$ cat config.mk
export PLATFORM = sky130hd
export DESIGN_NAME = length_prefixed_deframer_unit
export DESIGN_NICKNAME = d
export VERILOG_FILES = /design/src/ldf_pkg.sv /design/src/ldf_core.sv /design/src/length_prefixed_deframer_unit.sv
export SDC_FILE = /design/constraint.sdc
export NUM_CORES = 1
export LEC_CHECK = 0
export BUFFER_PORTS_ARGS = -buffer_cell sky130_fd_sc_hd__buf_2
export CORE_MARGIN = 2
export CORE_UTILIZATION = 40
export CTS_CLUSTER_DIAMETER = 100
export DETAILED_ROUTE_END_ITERATION = 10
export GPL_ROUTABILITY_DRIVEN = 0
export PLACE_DENSITY = 0.62
export SYNTH_ARGS = -nofsm -noshare
export SYNTH_HDL_FRONTEND = slang
export SYNTH_SLANG_ARGS = --single-unit
$ cat constraint.sdc
create_clock -name clock -period 5.47 [get_ports clock]
set_input_delay 0.2735 -clock clock [delete_from_list [all_inputs] [get_ports clock]]
set_output_delay 0.2735 -clock clock [all_outputs]
set_load 0.02 [all_outputs]
$ cat src/ldf_pkg.sv
package ldf_pkg;

   localparam int unsigned HEADER_BYTES = 8;
   localparam int unsigned HDR_CNT_W    = $clog2(HEADER_BYTES);
   localparam int unsigned LEN_W        = 8 * HEADER_BYTES;
   localparam int unsigned MAX_W        = 32;
   localparam int unsigned CSR_IDX_W    = 2;

   localparam logic [CSR_IDX_W-1:0] CSR_LEN_LIMIT = 2'd0;
   localparam logic [CSR_IDX_W-1:0] CSR_EMPTY_OK  = 2'd1;

   localparam logic [MAX_W-1:0] LEN_LIMIT_RST = 32'd65536;

   typedef enum logic [1:0] {
      KIND_BODY  = 2'd0,
      KIND_EMPTY = 2'd1,
      KIND_ERROR = 2'd2
   } kind_type;

   typedef enum logic [2:0] {
      ERR_NONE        = 3'd0,
      ERR_EMPTY       = 3'd1,
      ERR_TOO_LARGE   = 3'd2,
      ERR_HEADER_LINK = 3'd3,
      ERR_BODY_LINK   = 3'd4
   } err_type;

   typedef struct packed {
      logic [MAX_W-1:0] len_limit;
      logic             empty_ok;
   } cfg_type;

   typedef struct packed {
      kind_type   kind;
      logic [7:0] body_byte;
      logic       last_of_frame;
      err_type    error_code;
   } rsp_type;

endpackage

$ cat src/ldf_core.sv
module ldf_core (
   input  logic             clock,
   input  logic             reset,
   input  logic             accept,
   input  logic [7:0]       data_byte,
   input  logic             link_error,
   input  ldf_pkg::cfg_type cfg,
   output logic             res_valid,
   output ldf_pkg::rsp_type res
);

   typedef enum logic [1:0] {
      PH_HEADER = 2'b01,
      PH_BODY   = 2'b10
   } phase_type;

   phase_type                        phase_ff, phase_in;
   logic [ldf_pkg::HDR_CNT_W-1:0]    hdr_cnt_ff, hdr_cnt_in;
   logic [ldf_pkg::LEN_W-1:0]        len_acc_ff, len_acc_in;
   logic [ldf_pkg::MAX_W-1:0]        remain_ff, remain_in;
   logic                             stopped_ff, stopped_in;

   logic [ldf_pkg::LEN_W-1:0] hdr_len;
   logic                      hdr_done;
   logic                      len_zero;
   logic                      too_large;
   logic                      in_body;

   assign in_body   = (phase_ff == PH_BODY);
   assign hdr_len   = {len_acc_ff[ldf_pkg::LEN_W-9:0], data_byte};
   assign hdr_done  = (hdr_cnt_ff == ldf_pkg::HDR_CNT_W'(ldf_pkg::HEADER_BYTES - 1));
   assign len_zero  = (hdr_len == '0);
   assign too_large = (hdr_len[ldf_pkg::LEN_W-1:ldf_pkg::MAX_W] != '0) ||
                      (hdr_len[ldf_pkg::MAX_W-1:0] > cfg.len_limit);

   always_comb begin
      phase_in   = phase_ff;
      hdr_cnt_in = hdr_cnt_ff;
      len_acc_in = len_acc_ff;
      remain_in  = remain_ff;
      stopped_in = stopped_ff;
      res_valid  = 1'b0;
      res        = '{kind: ldf_pkg::KIND_BODY, body_byte: 8'd0, last_of_frame: 1'b0,
                     error_code: ldf_pkg::ERR_NONE};

      if (accept && !stopped_ff) begin
         if (link_error) begin
            // drop any partial header and stop for good
            res_valid      = 1'b1;
            res.kind       = ldf_pkg::KIND_ERROR;
            res.error_code = in_body ? ldf_pkg::ERR_BODY_LINK : ldf_pkg::ERR_HEADER_LINK;
            stopped_in     = 1'b1;
            phase_in       = PH_HEADER;
            hdr_cnt_in     = '0;
            len_acc_in     = '0;
            remain_in      = '0;
         end else if (in_body) begin
            res_valid         = 1'b1;
            res.body_byte     = data_byte;
            res.last_of_frame = (remain_ff == ldf_pkg::MAX_W'(1));
            remain_in         = remain_ff - ldf_pkg::MAX_W'(1);
            if (res.last_of_frame) begin
               phase_in = PH_HEADER;
            end
         end else if (!hdr_done) begin
            len_acc_in = hdr_len;
            hdr_cnt_in = hdr_cnt_ff + ldf_pkg::HDR_CNT_W'(1);
         end else begin
            hdr_cnt_in = '0;
            len_acc_in = '0;
            if (len_zero && !cfg.empty_ok) begin
               res_valid      = 1'b1;
               res.kind       = ldf_pkg::KIND_ERROR;
               res.error_code = ldf_pkg::ERR_EMPTY;
               stopped_in     = 1'b1;
               remain_in      = '0;
            end else if (too_large) begin
               res_valid      = 1'b1;
               res.kind       = ldf_pkg::KIND_ERROR;
               res.error_code = ldf_pkg::ERR_TOO_LARGE;
               stopped_in     = 1'b1;
               remain_in      = '0;
            end else if (len_zero) begin
               res_valid         = 1'b1;
               res.kind          = ldf_pkg::KIND_EMPTY;
               res.last_of_frame = 1'b1;
            end else begin
               phase_in  = PH_BODY;
               remain_in = hdr_len[ldf_pkg::MAX_W-1:0];
            end
         end
      end
   end

   always_ff @(posedge clock) begin
      if (reset) begin
         phase_ff   <= PH_HEADER;
         hdr_cnt_ff <= '0;
         len_acc_ff <= '0;
         remain_ff  <= '0;
         stopped_ff <= 1'b0;
      end else begin
         phase_ff   <= phase_in;
         hdr_cnt_ff <= hdr_cnt_in;
         len_acc_ff <= len_acc_in;
         remain_ff  <= remain_in;
         stopped_ff <= stopped_in;
      end
   end

`ifndef SYNTHESIS
   a_stop_sticks: assert property (@(posedge clock) disable iff (reset)
      stopped_ff |=> stopped_ff)
      else $error("stopped flag cleared without reset");

   a_body_nonzero: assert property (@(posedge clock) disable iff (reset)
      (phase_ff == PH_BODY) |-> (remain_ff != '0 && hdr_cnt_ff == '0))
      else $error("body phase with no bytes remaining");

   a_stopped_idle: assert property (@(posedge clock) disable iff (reset)
      stopped_ff |-> (!res_valid && phase_ff == PH_HEADER))
      else $error("stopped deframer still producing");
`endif

endmodule

$ cat src/length_prefixed_deframer_unit.sv
// Throughput: one input word per cycle while req_stall is low; header parse and
// body count share one pass. Result words are registered before rsp_* shows them.
// A two-entry output stage (register plus skid) absorbs one more result word while
// rsp_stall is high; req_stall is high only while the skid holds a word.
// Reset (synchronous, active high): header phase, counters cleared, running,
// output empty, length limit = 65536, empty frames refused.
module length_prefixed_deframer_unit (
   input  logic                                clock,
   input  logic                                reset,
   input  logic                                req_valid,
   output logic                                req_stall,
   input  logic [7:0]                          req_data_byte,
   input  logic                                req_link_error,
   output logic                                rsp_valid,
   input  logic                                rsp_stall,
   output logic [1:0]                          rsp_out_kind,
   output logic [7:0]                          rsp_body_byte,
   output logic                                rsp_last_of_frame,
   output logic [2:0]                          rsp_error_code,
   input  logic                                csr_wr_en,
   input  logic [ldf_pkg::CSR_IDX_W-1:0]       csr_index,
   input  logic [ldf_pkg::MAX_W-1:0]           csr_wdata
);

   ldf_pkg::cfg_type cfg_ff;
   ldf_pkg::rsp_type res;
   logic             res_valid;
   logic             accept;
   logic             out_take;

   ldf_pkg::rsp_type out_ff, out_in, skid_ff, skid_in;
   logic             out_valid_ff, out_valid_in, skid_valid_ff, skid_valid_in;

   assign req_stall = skid_valid_ff;
   assign accept    = req_valid && !req_stall;
   assign out_take  = out_valid_ff && !rsp_stall;

   always_ff @(posedge clock) begin
      if (reset) begin
         cfg_ff.len_limit <= ldf_pkg::LEN_LIMIT_RST;
         cfg_ff.empty_ok  <= 1'b0;
      end else if (csr_wr_en) begin
         case (csr_index)
            ldf_pkg::CSR_LEN_LIMIT: cfg_ff.len_limit <= csr_wdata;
            ldf_pkg::CSR_EMPTY_OK:  cfg_ff.empty_ok  <= csr_wdata[0];
            default: ;
         endcase
      end
   end

   ldf_core u_core (
      .clock      (clock),
      .reset      (reset),
      .accept     (accept),
      .data_byte  (req_data_byte),
      .link_error (req_link_error),
      .cfg        (cfg_ff),
      .res_valid  (res_valid),
      .res        (res)
   );

   always_comb begin
      out_valid_in  = out_valid_ff;
      out_in        = out_ff;
      skid_valid_in = skid_valid_ff;
      skid_in       = skid_ff;
      // advance the skid word into the output register
      if (out_take) begin
         out_valid_in  = skid_valid_ff;
         out_in        = skid_ff;
         skid_valid_in = 1'b0;
      end
      if (res_valid) begin
         if (!out_valid_in) begin
            out_valid_in = 1'b1;
            out_in       = res;
         end else begin
            skid_valid_in = 1'b1;
            skid_in       = res;
         end
      end
   end

   always_ff @(posedge clock) begin
      if (reset) begin
         out_valid_ff  <= 1'b0;
         skid_valid_ff <= 1'b0;
      end else begin
         out_valid_ff  <= out_valid_in;
         skid_valid_ff <= skid_valid_in;
      end
      out_ff  <= out_in;
      skid_ff <= skid_in;
   end

   assign rsp_valid         = out_valid_ff;
   assign rsp_out_kind      = out_ff.kind;
   assign rsp_body_byte     = out_ff.body_byte;
   assign rsp_last_of_frame = out_ff.last_of_frame;
   assign rsp_error_code    = out_ff.error_code;

`ifndef SYNTHESIS
   a_skid_behind_out: assert property (@(posedge clock) disable iff (reset)
      skid_valid_ff |-> out_valid_ff)
      else $error("skid word held with empty output register");

   a_no_overflow: assert property (@(posedge clock) disable iff (reset)
      (res_valid && skid_valid_ff) |-> 1'b0)
      else $error("result produced while skid is full");

   a_skid_drains: assert property (@(posedge clock) disable iff (reset)
      (skid_valid_ff && !rsp_stall) |=> !skid_valid_ff)
      else $error("skid word not drained after output taken");
`endif

endmodule

==> flow_summary.yaml <==
status:
  status: "completed"
logic_synthesis:
  async_reset_ff_frac: 0
  syn-num-nets: 1004
  synth_edf_count: 14
  synth_flop_cell: "dfxtp_1"
  synth_commonest_cells: "143 x dfxtp_1, 143 x nand2_1, 129 x a21oi_1"
  seq_area_frac_synth: 0.427
  yosysTopAreaCell: "dfxtp_1"
  netlist_area_mm2: 0.00768
  synthCells: 920
  synth_seq_cells: 157
  ys_warn_count: 0
  synthDistinctLibCells: 64
  ys_top_cells_by_area: "dfxtp_1 37%, a21oi_1 8.4%, nand2_1 7.0%, ha_1 5.9%, edfxtp_1 5.5%"
  avgSynthCellArea_um2: 8.35
  synth_top_cell_area_share: 0.373
grt:
  antenna_found_initial: 0
  grt_pass1_wl_um: 34300
  gr-total-overflow: 0
  grt_pass1_vias: 6382
  grt_max_degree: 57
  gr-usage-all-layers: 0.214
place:
  portBuffers: 63
  dp_cells: 1174
  dpl.hpwl_um: 14100
layout:
  nets: 1043
  n_fill_cell: 1895
  drive_above_1_share: 0.153
  final_cell_count_no_fill: 1206
  antenna_cells: 0
  multiInputGateArea_mm2: 0.00402
  area_delta_synth_final_pct: 14.3
  area.sequential_mm2: 0.00328
setup_path:
  worstPathArrival_ps: 3890
  cp-startpoint: "u_core.len_acc_ff[23]$_SDFFE_PP0P_"
  r2r_end: "u_core.remain_ff[9]$_SDFFE_PP0P_"
  r2r_start: "u_core.len_acc_ff[23]$_SDFFE_PP0P_"
  worst-path-max-fanout: 19
  crit_type: "reg -> reg"
  r2r_slack_ps: 1930
  cp.required_ps: 5820
  cp-end-kind: "register"
  r2r.worst_path.cells: 8
  cp-start-kind: "register"
clock_tree:
  cts_setup_buffers: 0
  cts_made_buffers: 17
  cts_num_sinks: 157
  cts_max_path_buffers: 2
  cts_resized: 0
  hold_buffers: 0
  tritoncts: "done"
  htree_levels: 4
  root_buffer: "clkbuf_16"
  clk_latency_ps: 440
  path_clk_slew_ps: 60
timing:
  clock_skew_ps: 9.71
  rsz0062_at_grt: "false"
  worstMarginPinSlew_ps: 1110
  hold_viol: 0
  finalSetupViolCount: 0
  fin_crit_sh: 0.647
  min_period_ps: 3540
  setup-tns-final_ps: 0
  slew_violations: 0
  fmax_mhz: 282
  slew-limit-headroom: 0.255
power_and_ir_drop:
  p_total_w: 0.00282
  irDropWorstVdd_uv: 236
  power_density_mw_per_mm2: 321
  p_leak_nw: 3.29
floorplanning:
  io_pins: 64
  core_region_area_mm2: 0.0188
  core.rowCount: 50
  dieArea_mm2: 0.0203
  die_h_um: 143
  initial_utilization: 0.409
  die_x_um: 143
detailed_routing:
  num_vias: 6896
  via_per_inst: 5.72
  wl_um: 21100
  wl_per_cell_um: 17.5
  dr.pass1.iters: 5
  first_iter_violations: 557
  ant_nets: 0
  drc_errors: 0
hold_path:
  hold_path_end: "cfg_ff[17]$_SDFFE_PP1P_"
  hold_depth: 3
  hp-class: "in -> reg"
  hp-start: "csr_wdata[16]"
run:
  maxCapViolCount: 0
[final cells by class]
class / count / share of cell area
Timing Repair Buffer: 73 / 0.0447
Inverter: 53 / 0.0227
Multi-Input combinational cell: 657 / 0.457
Sequential cell: 157 / 0.374
Tap cell: 234 / 0.0333
Clock inverter: 8 / 0.0120
Clock buffer: 24 / 0.0561
[logic make-up after synthesis]
kind of cell    after synthesis  synth area share
simple gates                356             0.223
fa+ha+maj                    36            0.0586
xor+xnor                     16            0.0182
buf+inv                     106            0.0536
compound gates              221             0.178
flops                       157             0.427
mux                          28            0.0407
[cell usage in the layout, fill, tap and decap left out, drive strengths merged, types with 7 or more instances in the layout]
cell type,count
dfxtp,143
nand2,143
a21oi,129
buf,73
nand3,62
inv,54
nor2,42
ha,36
nor4,28
mux2,26
nor3,24
clkbuf,24
o21ai,21
nand4,16
xor2,14
edfxtp,14
a22oi,12
o2bb2ai,12
and3,11
a221oi,7
[layer usage]
metal | track usage | wire (um) | up-vias | share of wire
met5 | 0 | 0 | - | 0
li1 | - | - | 3390 | -
met1 | 0.301 | 10100 | 3230 | 0.48
met4 | 0.0693 | 354 | 0 | 0.017
met3 | 0.0427 | 1290 | 31 | 0.061
met2 | 0.329 | 9330 | 245 | 0.44
[power breakdown]
part	leakage [nW]	switching [W]	internal [W]
registers	1.27	0.0000290	0.00120
logic	1.73	0.000246	0.000141
clock network	0.282	0.000481	0.000725
total	3.29	0.000756	0.00207
[critical path: stages (launching register included)]
cell and delay, ps:
dfxtp_1 360, ha_1 330, nand4_1 200, nor4_1 460, inv_1 130, a311oi_4 510
o31a_1 660, nand2_1 530, o21ai_0 280
[how the worst max path moves through the flow]
stage,slack [ps],depth (start not counted),end
final,1930,8,u_core.remain_ff[9]$_SDFFE_PP0P_
after global routing,1620,8,u_core.remain_ff[9]$_SDFFE_PP0P_
after CTS,2000,8,u_core.remain_ff[9]$_SDFFE_PP0P_
after detailed placement,2010,8,u_core.remain_ff[9]$_SDFFE_PP0P_
after global placement,2100,8,u_core.remain_ff[9]$_SDFFE_PP0P_
after floorplan,1580,9,skid_ff[0]$_DFFE_PP_
[stage by stage]
step	cell area, um^2	hold WS, ps	utilization	setup slack (ps)
global route	8780	74.2	0.468	1620
finish	8780	68.7	0.468	1930
detailed placement	8180	437	0.436	2010
floorplan	7680	409	-	1580
CTS	8780	55.9	0.468	2000
global placement	8180	434	0.436	2100
[state kept, by name, summed over array words and instances (netlist names), 2 cells and up]
signal             count
rsp_body_byte          8
rsp_error_code         3
skid_ff               14
rsp_out_kind           2
cfg_ff                33
u_core.phase_ff        2
u_core.remain_ff      32
u_core.len_acc_ff     56
u_core.hdr_cnt_ff      3
No activity file was read; power rests on OpenSTA's default activity.
